File: src/rtl/core/bcs_pkg.sv
// Bezier curve sampler: shared types, register codes and fixed-point helpers.
package bcs_pkg;

	localparam int WFRAC      = 30;
	localparam int NPOINTS    = 6;
	localparam int STEP_RESET = 16777;

	typedef logic [WFRAC:0]     unit_t;
	typedef logic [2*WFRAC+1:0] wide_t;
	typedef logic [3:0]         reg_idx_t;
	typedef logic [3:0]         binom_t;

	localparam unit_t UNIT_ONE = unit_t'(1) << WFRAC;

	localparam reg_idx_t REG_DEGREE  = 4'd0;
	localparam reg_idx_t REG_STEP    = 4'd1;
	localparam reg_idx_t REG_POINT_0 = 4'd2;
	localparam reg_idx_t REG_POINT_1 = 4'd3;
	localparam reg_idx_t REG_POINT_2 = 4'd4;
	localparam reg_idx_t REG_POINT_3 = 4'd5;
	localparam reg_idx_t REG_POINT_4 = 4'd6;
	localparam reg_idx_t REG_POINT_5 = 4'd7;

	// powers of t and (1 - t), Q1.30; index 1 holds t and 1 - t themselves
	typedef struct packed {
		logic            past;
		unit_t [5:1]     tp;
		unit_t [5:1]     up;
	} pow_t;

	// product of two Q1.30 values, rounded half up
	function automatic unit_t rnd_mul(unit_t a, unit_t b);
		wide_t p;
		p = wide_t'(a) * wide_t'(b) + (wide_t'(1) << (WFRAC - 1));
		return unit_t'(p >> WFRAC);
	endfunction

	function automatic binom_t binom(logic quintic, int unsigned i);
		binom_t c;
		unique case (i)
			0:       c = 4'd1;
			1:       c = quintic ? 4'd5 : 4'd3;
			2:       c = quintic ? 4'd10 : 4'd3;
			3:       c = quintic ? 4'd10 : 4'd1;
			4:       c = quintic ? 4'd5 : 4'd0;
			5:       c = quintic ? 4'd1 : 4'd0;
			default: c = 4'd0;
		endcase
		return c;
	endfunction

endpackage

File: src/rtl/core/bcs_param.sv
// Bezier curve sampler: curve parameter t = index * step, range check, 1 - t.
module bcs_param #(
	parameter int INDEX_WIDTH     = 16,
	parameter int PARAM_FRAC_BITS = 24
) (
	input  logic                       clk,
	input  logic                       arst_n,
	input  logic                       in_valid,
	output logic                       in_stall,
	input  logic [INDEX_WIDTH-1:0]     sample_index,
	input  logic [PARAM_FRAC_BITS:0]   step_size,
	output logic                       out_valid,
	input  logic                       out_stall,
	output bcs_pkg::pow_t              out_item
);

	localparam int T_W = INDEX_WIDTH + PARAM_FRAC_BITS + 1;
	localparam logic [T_W-1:0] T_ONE = T_W'(1) << PARAM_FRAC_BITS;

	logic            v_s1, v_s2;
	logic            en_s1, en_s2;
	logic [T_W-1:0]  t_s1;
	bcs_pkg::pow_t   item_s2;
	bcs_pkg::pow_t   item_d;
	bcs_pkg::unit_t  t30_d;

	assign en_s2    = !v_s2 || !out_stall;
	assign en_s1    = !v_s1 || en_s2;
	assign in_stall = !en_s1;

	always_comb begin
		t30_d          = bcs_pkg::unit_t'(t_s1[PARAM_FRAC_BITS:0]) <<
		                 (bcs_pkg::WFRAC - PARAM_FRAC_BITS);
		item_d         = '0;
		item_d.past    = t_s1 > T_ONE;
		item_d.tp[1]   = t30_d;
		item_d.up[1]   = bcs_pkg::UNIT_ONE - t30_d;
	end

	always_ff @(posedge clk or negedge arst_n) begin
		if (!arst_n) begin
			v_s1 <= 1'b0;
			v_s2 <= 1'b0;
		end else begin
			if (en_s1) v_s1 <= in_valid;
			if (en_s2) v_s2 <= v_s1;
		end
	end

	always_ff @(posedge clk) begin
		if (en_s1) t_s1 <= T_W'(sample_index) * T_W'(step_size);
		if (en_s2) item_s2 <= item_d;
	end

	assign out_valid = v_s2;
	assign out_item  = item_s2;

endmodule

File: config.mk
export PLATFORM = sky130hd
export DESIGN_NAME = bcs_param
export DESIGN_NICKNAME = d
export VERILOG_FILES = /design/src/rtl/core/bcs_pkg.sv /design/src/rtl/core/bcs_param.sv
export SDC_FILE = /design/constraint.sdc
export NUM_CORES = 1
export LEC_CHECK = 0
export ABC_AREA = 1
export BUFFER_PORTS_ARGS = -buffer_cell sky130_fd_sc_hd__buf_2
export CORE_MARGIN = 2
export CORE_UTILIZATION = 35
export DETAILED_ROUTE_END_ITERATION = 10
export HOLD_SLACK_MARGIN = 0.15
export PLACE_DENSITY = 0.58
export SLEW_MARGIN = 25
export SYNTH_ARGS = -nofsm -noshare
export SYNTH_HDL_FRONTEND = slang
export SYNTH_SLANG_ARGS = --single-unit
File: constraint.sdc
create_clock -name clk -period 3.16 [get_ports clk]
set_input_delay 0.474 -clock clk [delete_from_list [all_inputs] [get_ports clk]]
set_output_delay 0.474 -clock clk [all_outputs]
set_load 0.01 [all_outputs]
==> metrics.cfg <==
[cts]
clkTransAtPathRegs_ns=0.07
clkLatencyLatePin_ns=0.34
h-tree-depth=3
root_buffer=clkbuf_16
clock_path_buffers=2
tritoncts=yes
cts_buffers=9
cts.sinks=93

[worst_hold_path]
hp-start=in_valid
hold_end=v_s1$_DFFE_PN0N_
hp-class=in -> reg
holdPathStages=2

[critical_path]
path_buf_inv=9
r2r-start=t_s1[0]$_DFFE_PN_
crit_required_ns=3.25
crit_family=adder cells
arrival_ns=5.27
reg2reg_slack_ns=0.95
reg2reg_depth=8
end_kind=flip-flop
cp_slowest_cell=fa_2
rr_endpoint=out_item[18]$_DFFE_PP_
crit_type=in -> reg
critPathLaunchType=primary input
crit_chain=buf_12 > buf_12 > buf_8 > nand2_2 > inv_2 > fa_1 > inv_1 > fa_1 > fa_2 > inv_2 > fa_2 > fa_1 > inv_2 > fa_1 > inv_2 > ha_4 > nand2_4 > buf_6 > nor2_4 > nand4_1 > nand3_4 > nand2_4 > nand3_2 > nand2_2
max_stage_delay_ns=0.54
critPathMaxFanout=6

[sta]
timing.fmax_mhz=193.0
rsz0062_at_grt=true
slew_headroom=0.5641
finalClockSkew_ns=0.01172
min_period_ns=5.181
fin_ws_ns=-2.021
finalSetupViolCount=37
finalCritPeriodShare=1.639
finalHoldViolations=0
worst_pin_slew_ns=0.6538
slew_violations=0

[die]
die_x_um=238.2
fp.dieH_um=238.2
die-area_mm2=0.05673
core_area_mm2=0.05403
num_rows=85
start_util=0.3553
ioPinCount=358

[logic_synthesis]
synth_top_area_cell=fa_1
synth-simple-area-share=0.1640
netlist_area_mm2=0.01920
synth_top_cells_by_area=fa_1 33%, edfxtp_1 14%, nand2_1 13%
ys_warn_count=0
synth_compound_area_frac=0.01551
synth_top_family_by_area=adder cells
syn-instance-count=2427
synth_cell_type_count=33
seq_area_frac_synth=0.1450
synth-seq-cells=93
synthMuxAreaShare=0
synth_xor_area_frac=0.02053
synth_fa_ha_area_frac=0.4080
synth.top_cell.area_share=0.3337
postSynthAreaPerCell_um2=7.909

[global_route]
grt_busiest_layer=met2
first_global_vias=15506
antenna_found_initial=0
grt_max_degree=52
grt_usage=0.1650
grt_pass1_wl_um=76130
met3_usage=0.01273
grtUsageMet1=0.2083
met2_usage=0.3101
grt_overflow=0

[detailed_routing]
dr.first_iter.drc_count=629
wirelength_um=46140
ant_nets=0
wl_per_cell_um=13.63
via_per_inst=4.303
remaining_drc_errors=0
vias=14566
first_pass_iters=5

[run_status]
failed_checks=setup timing
status=finished with violations

[cells_and_area]
n_antenna_cell=0
final_cells=3385
final_cell_mix=557 x inv_1, 525 x nand2_1, 303 x fa_1
multi_input_area_mm2=0.01430
n_fill_cell=5336
layout_commonest_cell=inv_1
drive_above_1_share=0.2681
finalNetCount=3163
regArea_mm2=0.002783
syn2layout_area_growth_pct=23.13

[place]
place_hpwl_um=39280
io_buffers=97
placed_cells=3312
routabilityCongestion=0.8948

[flow_run]
drv_cap=0

how the worst max path moves through the flow:
| stage | startpoint | to | slack (ns) | cells past startpoint |
|---|---|---|---|---|
| after global placement | sample_index[1] | t_s1[39]$_DFFE_PN_ | -2.48 | 20 |
| after global routing | sample_index[9] | t_s1[33]$_DFFE_PN_ | -2.17 | 20 |
| after floorplan | sample_index[5] | t_s1[34]$_DFFE_PN_ | -2.01 | 24 |
| final | sample_index[6] | t_s1[31]$_DFFE_PN_ | -2.02 | 24 |
| after detailed placement | sample_index[2] | t_s1[37]$_DFFE_PN_ | -2.57 | 22 |
| after CTS | sample_index[6] | t_s1[31]$_DFFE_PN_ | -2.02 | 24 |
synth_stat cells:
cell      count
a21boi_1      1
a21o_1        1
a21oi_1      33
a31oi_1       2
and2_0        1
and2_1        1
buf_4       261
clkbuf_1     98
clkinv_1      4
conb_1        1
dfrtp_1       2
edfxtp_1     91
fa_1        320
ha_1        114
inv_1       625
inv_2        13
nand2_1     649
nand3_1      35
nand3_2       2
nand3b_1      1
nand4_1       7
nor2_1       75
nor3_1       12
nor3_2        1
nor3_4        2
nor4_1        8
o21ai_0       7
o21ai_1       8
o21bai_1      4
or2_1         1
or2_2         2
xnor2_1       7
xor2_1       38
flip-flops by register name, summed over array words and instances, names as in the netlist:
register and flops:
out_item 50, t_s1 41, out_valid 1, v_s1 1
per-layer routing:
layer | up-vias | routed length [um] | share of wire
li1 | 6923 | - | -
met1 | 7250 | 19050 | 0.41
met2 | 330 | 24670 | 0.53
met3 | 63 | 1604 | 0.035
met4 | 0 | 814 | 0.018
met5 | - | 0 | 0
what timing repair did:
action,CTS,global route
hold endpoints to repair,2,0
cloned,1,1
setup endpoints to repair,36,37
pin swaps,110,137
hold buffers,1,0
setup buffers,38,26
resized for setup,246,196
area by class of cell:
cell class                 count  share of cell area
multi-input combinational   1592              0.6048
timing repair buffer         346              0.1266
sequential                    93              0.1177
inverter                     642              0.1024
tap                          696             0.03684
clock buffer                   9            0.009528
clock inverter                 7            0.002117
cell families (layout without fill, tap and decap cells):
kind of cell | count (synthesis) | after routing
AO/OA/AOI/OAI | 56 | 56
other | 1 | 260
flip-flops | 93 | 93
buffers and inverters | 1001 | 1004
XOR/XNOR | 45 | 45
AND/OR/NAND/NOR | 797 | 797
adder cells (fa/ha/maj) | 434 | 434
per-stage QoR:
stage               worst slack, ns  setup TNS, ns  instance area (um^2)    util  hold WS, ns
finish                       -2.021         -64.59                 23640  0.4375       0.3285
CTS                          -2.017         -64.06                 22760  0.4212       0.3130
floorplan                    -2.010         -63.03                 21620       -       0.1784
detailed placement           -2.568         -81.53                 21340  0.3949       0.2597
global route                 -2.173         -69.85                 23640  0.4375       0.3295
global placement             -2.484         -79.94                 21340  0.3949       0.2582
Power is not shown: default switching activity piles up to over one toggle a cycle in this logic, so the estimate is an artifact.
